`config.mk`:
```
export PLATFORM = sky130hd
export DESIGN_NAME = array_linked_list_table
export DESIGN_NICKNAME = d
export VERILOG_FILES = /design/src/hw/rtl/altbl_pkg.sv /design/src/hw/rtl/altbl_store.sv /design/src/hw/rtl/array_linked_list_table.sv
export SDC_FILE = /design/constraint.sdc
export NUM_CORES = 2
export LEC_CHECK = 0
export ABC_AREA = 1
export BUFFER_PORTS_ARGS = -buffer_cell sky130_fd_sc_hd__buf_2
export CAP_MARGIN = 20
export CORE_UTILIZATION = 37
export CTS_BUF_LIST = sky130_fd_sc_hd__clkbuf_8
export DETAILED_ROUTE_END_ITERATION = 10
export PLACE_DENSITY_LB_ADDON = 0.2
export SYNTH_ARGS = -nofsm -noshare
export SYNTH_HDL_FRONTEND = slang
export SYNTH_SLANG_ARGS = --single-unit
```
`constraint.sdc`:
```
create_clock -name clk -period 18.7 [get_ports clk]
set_input_delay 2.805 -clock clk [delete_from_list [all_inputs] [get_ports clk]]
set_output_delay 2.805 -clock clk [all_outputs]
set_load 0.005 [all_outputs]
```
`src/hw/rtl/altbl_pkg.sv`:
```
// shared constants, codes and types of the linked list table
package altbl_pkg;

	localparam int SLOTS   = 16;
	localparam int ID_BITS = 16;
	localparam int SLOT_W  = $clog2(SLOTS);
	localparam int IDX_W   = $clog2(SLOTS + 1);
	localparam int KEY_W   = 16;
	localparam int TAG_W   = 64;

	localparam logic [IDX_W-1:0]   NULL_IDX = IDX_W'(SLOTS);
	localparam logic [ID_BITS-1:0] ID_TOP   = {ID_BITS{1'b1}};

	typedef enum logic [1:0] {
		REQ_INSERT = 2'd0,
		REQ_REMOVE = 2'd1,
		REQ_SEARCH = 2'd2,
		REQ_LIST   = 2'd3
	} req_t;

	typedef enum logic [2:0] {
		STAT_OK       = 3'd0,
		STAT_FULL     = 3'd1,
		STAT_BADPRIO  = 3'd2,
		STAT_NOTFOUND = 3'd3,
		STAT_EMPTY    = 3'd4
	} status_t;

	typedef enum logic [2:0] {
		S_IDLE,
		S_INS_FREE,
		S_INS_WALK,
		S_FIND,
		S_LIST_WALK,
		S_REM_LINK,
		S_REM_FREE
	} state_t;

	// write commands to the slot store
	typedef struct packed {
		logic               fill_en;
		logic [SLOT_W-1:0]  fill_idx;
		logic [ID_BITS-1:0] fill_id;
		logic [1:0]         fill_prio;
		logic [TAG_W-1:0]   fill_title;
		logic [TAG_W-1:0]   fill_detail;
		logic               link_en;
		logic [SLOT_W-1:0]  link_idx;
		logic [IDX_W-1:0]   link_val;
		logic               free_en;
		logic [SLOT_W-1:0]  free_idx;
	} store_wr_t;

	// contents of the slot at the read index
	typedef struct packed {
		logic [ID_BITS-1:0] id;
		logic [1:0]         prio;
		logic [TAG_W-1:0]   title;
		logic [TAG_W-1:0]   detail;
		logic [IDX_W-1:0]   next;
	} slot_rd_t;

	// one result item
	typedef struct packed {
		status_t          status;
		logic [15:0]      id;
		logic [1:0]       prio;
		logic [TAG_W-1:0] title;
		logic [TAG_W-1:0] detail;
		logic             last;
	} res_t;

endpackage

```
`src/hw/rtl/altbl_store.sv`:
```
// slot table: payload arrays, next links and used flags
module altbl_store (
	input  logic                                clk,
	input  logic                                arst_n,
	input  altbl_pkg::store_wr_t                wr,
	input  logic [altbl_pkg::SLOT_W-1:0]        rd_idx,
	output altbl_pkg::slot_rd_t                 rd,
	output logic [altbl_pkg::SLOTS-1:0]         used
);

	logic [altbl_pkg::ID_BITS-1:0] id_q     [altbl_pkg::SLOTS];
	logic [1:0]                    prio_q   [altbl_pkg::SLOTS];
	logic [altbl_pkg::TAG_W-1:0]   title_q  [altbl_pkg::SLOTS];
	logic [altbl_pkg::TAG_W-1:0]   detail_q [altbl_pkg::SLOTS];
	logic [altbl_pkg::IDX_W-1:0]   next_q   [altbl_pkg::SLOTS];
	logic [altbl_pkg::SLOTS-1:0]   used_q;
	logic [altbl_pkg::IDX_W-1:0]   next_raw;

	// payload written on fill, no reset
	always_ff @(posedge clk) begin
		if (wr.fill_en) begin
			id_q[wr.fill_idx]     <= wr.fill_id;
			prio_q[wr.fill_idx]   <= wr.fill_prio;
			title_q[wr.fill_idx]  <= wr.fill_title;
			detail_q[wr.fill_idx] <= wr.fill_detail;
		end
	end

	// links and used flags
	always_ff @(posedge clk or negedge arst_n) begin
		if (!arst_n) begin
			used_q <= '0;
			for (int i = 0; i < altbl_pkg::SLOTS; i++) begin
				next_q[i] <= altbl_pkg::NULL_IDX;
			end
		end else begin
			if (wr.fill_en) begin
				used_q[wr.fill_idx] <= 1'b1;
				next_q[wr.fill_idx] <= altbl_pkg::NULL_IDX;
			end
			if (wr.link_en) begin
				next_q[wr.link_idx] <= wr.link_val;
			end
			if (wr.free_en) begin
				used_q[wr.free_idx] <= 1'b0;
				next_q[wr.free_idx] <= altbl_pkg::NULL_IDX;
			end
		end
	end

	// single read port, out-of-range links read as null
	assign next_raw  = next_q[rd_idx];
	assign rd.id     = id_q[rd_idx];
	assign rd.prio   = prio_q[rd_idx];
	assign rd.title  = title_q[rd_idx];
	assign rd.detail = detail_q[rd_idx];
	assign rd.next   = (next_raw >= altbl_pkg::NULL_IDX) ? altbl_pkg::NULL_IDX : next_raw;
	assign used      = used_q;

endmodule

```
`src/hw/rtl/array_linked_list_table.sv`:
```
// top level of the linked list table: request sequencer and result register
//
//  channel | signals                                        | handshake
//  --------+------------------------------------------------+---------------------
//  in      | req_type prio_code title_tag detail_tag key_id | in_valid / in_ready
//  out     | status entry_id entry_prio entry_title         | out_valid / out_ready
//          | entry_detail last                              |
//
// one request at a time; a single slot read port follows one link per cycle.
// insert: takes the lowest free slot, links it at the tail (head if list empty).
// remove/search: walk from the head to the key; remove then unlinks and frees it.
// list: one item per entry emitted; empty list gives one status item.
// a pending result holds the sequencer where it emits an item and where an insert
// takes its slot.
// reset clears used flags, links, head and sets the id counter to one.
module array_linked_list_table (
	input  logic        clk,
	input  logic        arst_n,
	input  logic        in_valid,
	output logic        in_ready,
	input  logic [1:0]  req_type,
	input  logic [2:0]  prio_code,
	input  logic [63:0] title_tag,
	input  logic [63:0] detail_tag,
	input  logic [15:0] key_id,
	output logic        out_valid,
	input  logic        out_ready,
	output logic [2:0]  status,
	output logic [15:0] entry_id,
	output logic [1:0]  entry_prio,
	output logic [63:0] entry_title,
	output logic [63:0] entry_detail,
	output logic        last
);

	localparam int SLOTS   = altbl_pkg::SLOTS;
	localparam int SLOT_W  = altbl_pkg::SLOT_W;
	localparam int IDX_W   = altbl_pkg::IDX_W;
	localparam int ID_BITS = altbl_pkg::ID_BITS;

	altbl_pkg::state_t state_q, state_d;

	// latched request
	altbl_pkg::req_t           req_q;
	logic [2:0]                prio_q;
	logic [63:0]               title_q;
	logic [63:0]               detail_q;
	logic [15:0]               key_q;

	// walk registers
	logic [IDX_W-1:0]   cur_q, cur_d;
	logic [IDX_W-1:0]   prev_q, prev_d;
	logic [IDX_W-1:0]   steps_q, steps_d;
	logic [IDX_W-1:0]   nxt_q, nxt_d;
	logic [SLOT_W-1:0]  slot_q, slot_d;
	logic [ID_BITS-1:0] newid_q, newid_d;
	logic [IDX_W-1:0]   head_q, head_d;
	logic [ID_BITS-1:0] serial_q, serial_d;

	// result register
	logic                out_valid_q;
	altbl_pkg::res_t     out_q;
	altbl_pkg::res_t     res;
	logic                emit;
	logic                out_free;

	altbl_pkg::store_wr_t wr;
	altbl_pkg::slot_rd_t  rd;
	logic [SLOTS-1:0]     used;

	logic               free_found;
	logic [SLOT_W-1:0]  free_idx;
	logic               prio_ok;
	logic               cur_null;
	logic               accept;

	altbl_store u_store (
		.clk    (clk),
		.arst_n (arst_n),
		.wr     (wr),
		.rd_idx (cur_q[SLOT_W-1:0]),
		.rd     (rd),
		.used   (used)
	);

	// lowest free slot
	always_comb begin
		free_found = 1'b0;
		free_idx   = '0;
		for (int i = SLOTS - 1; i >= 0; i--) begin
			if (!used[i]) begin
				free_found = 1'b1;
				free_idx   = SLOT_W'(i);
			end
		end
	end

	assign prio_ok  = prio_q inside {[3'd1:3'd3]};
	assign cur_null = (cur_q >= altbl_pkg::NULL_IDX);
	assign out_free = !out_valid_q || out_ready;
	assign in_ready = (state_q == altbl_pkg::S_IDLE);
	assign accept   = in_valid && in_ready;

	// sequencer next state and outputs
	always_comb begin
		state_d  = state_q;
		cur_d    = cur_q;
		prev_d   = prev_q;
		steps_d  = steps_q;
		nxt_d    = nxt_q;
		slot_d   = slot_q;
		newid_d  = newid_q;
		head_d   = head_q;
		serial_d = serial_q;
		emit     = 1'b0;
		res      = '{status: altbl_pkg::STAT_OK, id: '0, prio: '0,
			title: '0, detail: '0, last: 1'b1};
		wr       = '0;

		case (state_q)
			altbl_pkg::S_IDLE: begin
				if (accept) begin
					cur_d   = (head_q >= altbl_pkg::NULL_IDX) ? altbl_pkg::NULL_IDX : head_q;
					prev_d  = altbl_pkg::NULL_IDX;
					steps_d = '0;
					case (altbl_pkg::req_t'(req_type))
						altbl_pkg::REQ_INSERT: state_d = altbl_pkg::S_INS_FREE;
						altbl_pkg::REQ_LIST:   state_d = altbl_pkg::S_LIST_WALK;
						default:               state_d = altbl_pkg::S_FIND;
					endcase
				end
			end

			altbl_pkg::S_INS_FREE: begin
				if (out_free) begin
					if (!free_found) begin
						emit       = 1'b1;
						res.status = altbl_pkg::STAT_FULL;
						state_d    = altbl_pkg::S_IDLE;
					end else begin
						newid_d = serial_q;
						if (serial_q != altbl_pkg::ID_TOP) begin
							serial_d = serial_q + ID_BITS'(1);
						end
						if (!prio_ok) begin
							emit       = 1'b1;
							res.status = altbl_pkg::STAT_BADPRIO;
							res.id     = 16'(serial_q);
							state_d    = altbl_pkg::S_IDLE;
						end else begin
							wr.fill_en     = 1'b1;
							wr.fill_idx    = free_idx;
							wr.fill_id     = serial_q;
							wr.fill_prio   = prio_q[1:0];
							wr.fill_title  = title_q;
							wr.fill_detail = detail_q;
							slot_d         = free_idx;
							if (cur_null) begin
								head_d     = IDX_W'(free_idx);
								emit       = 1'b1;
								res.id     = 16'(serial_q);
								res.prio   = prio_q[1:0];
								res.title  = title_q;
								res.detail = detail_q;
								state_d    = altbl_pkg::S_IDLE;
							end else begin
								state_d = altbl_pkg::S_INS_WALK;
							end
						end
					end
				end
			end

			altbl_pkg::S_INS_WALK: begin
				if (steps_q < IDX_W'(SLOTS) && rd.next != altbl_pkg::NULL_IDX) begin
					cur_d   = rd.next;
					steps_d = steps_q + IDX_W'(1);
				end else if (out_free) begin
					// hook new slot onto the tail
					wr.link_en  = 1'b1;
					wr.link_idx = cur_q[SLOT_W-1:0];
					wr.link_val = IDX_W'(slot_q);
					emit        = 1'b1;
					res.id      = 16'(newid_q);
					res.prio    = prio_q[1:0];
					res.title   = title_q;
					res.detail  = detail_q;
					state_d     = altbl_pkg::S_IDLE;
				end
			end

			altbl_pkg::S_FIND: begin
				if (cur_null || steps_q >= IDX_W'(SLOTS)) begin
					if (out_free) begin
						emit       = 1'b1;
						res.status = altbl_pkg::STAT_NOTFOUND;
						state_d    = altbl_pkg::S_IDLE;
					end
				end else if (rd.id == ID_BITS'(key_q)) begin
					if (out_free) begin
						emit       = 1'b1;
						res.id     = 16'(rd.id);
						res.prio   = rd.prio;
						res.title  = rd.title;
						res.detail = rd.detail;
						nxt_d      = rd.next;
						state_d    = (req_q == altbl_pkg::REQ_REMOVE) ?
							altbl_pkg::S_REM_LINK : altbl_pkg::S_IDLE;
					end
				end else begin
					prev_d  = cur_q;
					cur_d   = rd.next;
					steps_d = steps_q + IDX_W'(1);
				end
			end

			altbl_pkg::S_REM_LINK: begin
				// bypass the removed entry
				if (prev_q >= altbl_pkg::NULL_IDX) begin
					head_d = nxt_q;
				end else begin
					wr.link_en  = 1'b1;
					wr.link_idx = prev_q[SLOT_W-1:0];
					wr.link_val = nxt_q;
				end
				state_d = altbl_pkg::S_REM_FREE;
			end

			altbl_pkg::S_REM_FREE: begin
				wr.free_en  = 1'b1;
				wr.free_idx = cur_q[SLOT_W-1:0];
				state_d     = altbl_pkg::S_IDLE;
			end

			altbl_pkg::S_LIST_WALK: begin
				if (out_free) begin
					emit = 1'b1;
					if (cur_null) begin
						res.status = altbl_pkg::STAT_EMPTY;
						state_d    = altbl_pkg::S_IDLE;
					end else begin
						res.id     = 16'(rd.id);
						res.prio   = rd.prio;
						res.title  = rd.title;
						res.detail = rd.detail;
						res.last   = (rd.next == altbl_pkg::NULL_IDX) ||
							(steps_q == IDX_W'(SLOTS - 1));
						cur_d      = rd.next;
						steps_d    = steps_q + IDX_W'(1);
						if (res.last) begin
							state_d = altbl_pkg::S_IDLE;
						end
					end
				end
			end

			default: begin
				state_d = altbl_pkg::S_IDLE;
			end
		endcase
	end

	// control registers
	always_ff @(posedge clk or negedge arst_n) begin
		if (!arst_n) begin
			state_q     <= altbl_pkg::S_IDLE;
			head_q      <= altbl_pkg::NULL_IDX;
			serial_q    <= ID_BITS'(1);
			out_valid_q <= 1'b0;
		end else begin
			state_q  <= state_d;
			head_q   <= head_d;
			serial_q <= serial_d;
			if (emit) begin
				out_valid_q <= 1'b1;
			end else if (out_ready) begin
				out_valid_q <= 1'b0;
			end
		end
	end

	// request, walk and result payload
	always_ff @(posedge clk) begin
		if (accept) begin
			req_q    <= altbl_pkg::req_t'(req_type);
			prio_q   <= prio_code;
			title_q  <= title_tag;
			detail_q <= detail_tag;
			key_q    <= key_id;
		end
		cur_q   <= cur_d;
		prev_q  <= prev_d;
		steps_q <= steps_d;
		nxt_q   <= nxt_d;
		slot_q  <= slot_d;
		newid_q <= newid_d;
		if (emit) begin
			out_q <= res;
		end
	end

	assign out_valid    = out_valid_q;
	assign status       = out_q.status;
	assign entry_id     = out_q.id;
	assign entry_prio   = out_q.prio;
	assign entry_title  = out_q.title;
	assign entry_detail = out_q.detail;
	assign last         = out_q.last;

endmodule

```
==> impl_metrics.json <==
{
  "cts_tree": "done",
  "crit_fanout": 163,
  "crit_slowest_cell": "dfxtp_4",
  "required_ps": 19420,
  "multiInputGateArea_sq_um": 25620,
  "post_cts_buffers": 0,
  "avgSynthCellArea_sq_um": 12.54,
  "drc": 0,
  "cts_buffers": 464,
  "hpwlAfterDp_mm": 177.5,
  "vias_per_cell": 5.564,
  "period_needed_ps": 7204,
  "layout_commonest_cell": "edfxtp_1",
  "area_growth_pct": 12.36,
  "ys_seq_area_share_pct": 73.92,
  "syn_inst": 9000,
  "crit_type": "register to register",
  "worstPathCellList": "buf_4, buf_4, buf_12, o21ai_0, o211ai_1, nand3_1, nand2_1, inv_1, nand2_1, nand2_1, nor2_1, nand3_1, nor2_2, nand3_1, nand3_1, nand2_1, nand2_4, buf_4, buf_4",
  "via_count": 76026,
  "arrival_ps": 7920,
  "netlist_area_sq_um": 112900,
  "post-route-period-util_pct": 38.52,
  "rsz0062_at_grt": "false",
  "fp.dieW_um": 554.4,
  "hold_viol": 0,
  "grt_max_degree": 257,
  "peakVddDrop_mv": 0.1379,
  "yosys.area.top_type": "edfxtp_1",
  "drtIter0Drc": 7821,
  "synthTopCellsByArea": "edfxtp_1 71%, o21ai_0 6.4%, nor2_1 5.7%",
  "route.final.wire_length_mm": 349.2,
  "synth_warnings": 0,
  "maxCapViolCount": 0,
  "clkSinkCount": 2800,
  "drive_above_1_share_pct": 11.20,
  "grtUsageTotal_pct": 21.97,
  "cts_root_buffer": "clkbuf_8",
  "p_leak_nw": 43.26,
  "synth_top_area_share_pct": 71.15,
  "slew_headroom_pct": 15.59,
  "insertion_delay_ps": 1130,
  "worst_setup_path_start_kind": "register",
  "fp.coreArea_sq_um": 303300,
  "path_clk_slew_ps": 60,
  "fillers": 28303,
  "maxSlewViolCount": 0,
  "ant_nets": 0,
  "fin_skew_ps": 94.69,
  "synth_ff_type": "edfxtp_1",
  "grt_pass1_wl_mm": 503.3,
  "hold_path_class": "register to register",
  "synth_edf_count": 2675,
  "setup_tns_ps": 0,
  "final_cell_mix": "2675 x edfxtp_1, 1696 x nor2_1, 1441 x o21ai_0",
  "pwr_density_cell_nw_per_um2": 145.5,
  "place_area_sq_um": 118000,
  "dr.pass1.iters": 6,
  "initial_core_util_pct": 37.23,
  "ys_seq_elements": 2800,
  "portBuffers": 304,
  "synth_cell_types": 57,
  "overflow": 0,
  "h-tree-depth": 5,
  "crit_path_end_kind": "register",
  "final_area_sq_um": 126900,
  "setup_viol": 0,
  "place.gp.congestion": 0.8369,
  "postCtsHoldBufs": 0,
  "async_flop_share_pct": 4.321,
  "clock_path_buffers": 4,
  "syn_nets": 9158,
  "post_drt_wl_per_cell_um": 25.56,
  "finalNetCount": 9460,
  "max_freq_mhz": 138.8,
  "run_status": "completed",
  "regArea_sq_um": 83470,
  "antenna_found_initial": 14,
  "first_global_vias": 74016,
  "die_h_um": 554.4,
  "die_area_sq_um": 307400,
  "slowest_delay_ps": 760,
  "rows": 202,
  "ios": 305,
  "cts_resized": 0,
  "worstMarginPinSlew_ps": 1266
}
path summary, 6_finish.rpt:
path                                     startpoint                            to  slack, ps  depth (start not counted)
min in group asynchronous                    arst_n      serial_q[10]$_DFFE_PN0P_       1600                          1
setup / recovery                           register    entry_detail[21]$_DFFE_PP_      11500                         19
setup reg to reg                           register    entry_detail[21]$_DFFE_PP_      11500                         19
hold / removal             serial_q[11]$_DFFE_PN0P_         newid_q[11]$_DFFE_PP_        490                          0
hold reg to reg            serial_q[11]$_DFFE_PN0P_         newid_q[11]$_DFFE_PP_        490                          0
max in group asynchronous                    arst_n  u_store.next_q[15]$_DFF_PN0_      15330                          3
cell usage after synthesis, types with 18 or more instances:
| master | instances |
|---|---|
| buf_6 | 20 |
| buf_1 | 19 |
| inv_1 | 323 |
| o21ai_0 | 1441 |
| nand4_1 | 18 |
| nor2_1 | 1700 |
| o211ai_1 | 34 |
| dfrtp_1 | 103 |
| o22ai_1 | 542 |
| buf_2 | 116 |
| dfstp_2 | 18 |
| a21oi_1 | 136 |
| o21ai_1 | 22 |
| o221ai_1 | 141 |
| nand2_1 | 711 |
| o22a_1 | 54 |
| clkbuf_1 | 433 |
| nand3_1 | 230 |
| nand3b_1 | 72 |
| edfxtp_1 | 2675 |
per-layer routing:
layer,GRT usage [%],routed length [um]
met1,30.64,151600
met2,35.26,163100
met3,3.511,24880
met4,6.562,9522
met5,0,27
registers in the layout, summed over array words and instances (netlist names), 5 cells and up, named ones only:
register          cells
cur_q                 5
u_store.next_q       80
nxt_q                 5
u_store.prio_q       32
entry_detail         64
serial_q             16
u_store.used         16
prev_q                5
newid_q              16
entry_title          64
entry_id             16
detail_q             64
head_q                5
steps_q               5
key_q                16
u_store.detail_q   1024
title_q              64
u_store.title_q    1024
u_store.id_q        256
layout make-up:
cell class / count / share of cell area (%)
Tap cell: 3978 / 3.924
Clock buffer: 481 / 5.219
Antenna cell: 9 / 0.01775
Sequential cell: 2800 / 65.80
Multi-Input combinational cell: 5259 / 20.20
Inverter: 335 / 1.126
Clock inverter: 360 / 1.524
Timing Repair Buffer: 442 / 2.187
report_power, final:
part           total, mW  switching [mW]  internal (mW)
clock               5.06            2.53           2.53
sequential          7.90           0.375           7.52
combinational       5.50            4.02           1.48
total               18.5            6.93           11.5
stage by stage:
step,hold WS (ps),power [mW],utilization [%],std cells,setup slack (ps)
after floorplan,446.6,11.34,-,9000,6148
after global placement,463.6,13.42,38.90,12786,11050
after detailed placement,463.3,13.48,38.91,12788,11000
after CTS,486.6,18.55,41.73,13629,11140
after global routing,508.8,19.36,41.82,13659,10850
final,488.9,18.46,41.83,13664,11500
critical path: cells and delay by family (launching register included):
family | cells | cell delay (ps)
and+or+nand+nor | 11 | 2120
buffers and inverters | 6 | 3330
DFF | 1 | 760
AOI/OAI and AO/OA | 2 | 390
cells by family after synthesis:
group / synth area share, %
flip-flops: 73.92
AO/OA/AOI/OAI: 12.55
multiplexers: 0.008866
adder cells (fa/ha/maj): 0.05541
AND/OR/NAND/NOR: 9.844
XOR/XNOR: 0.1707
buffers and inverters: 3.448
Note: power is estimated with default switching activity, not from simulation.
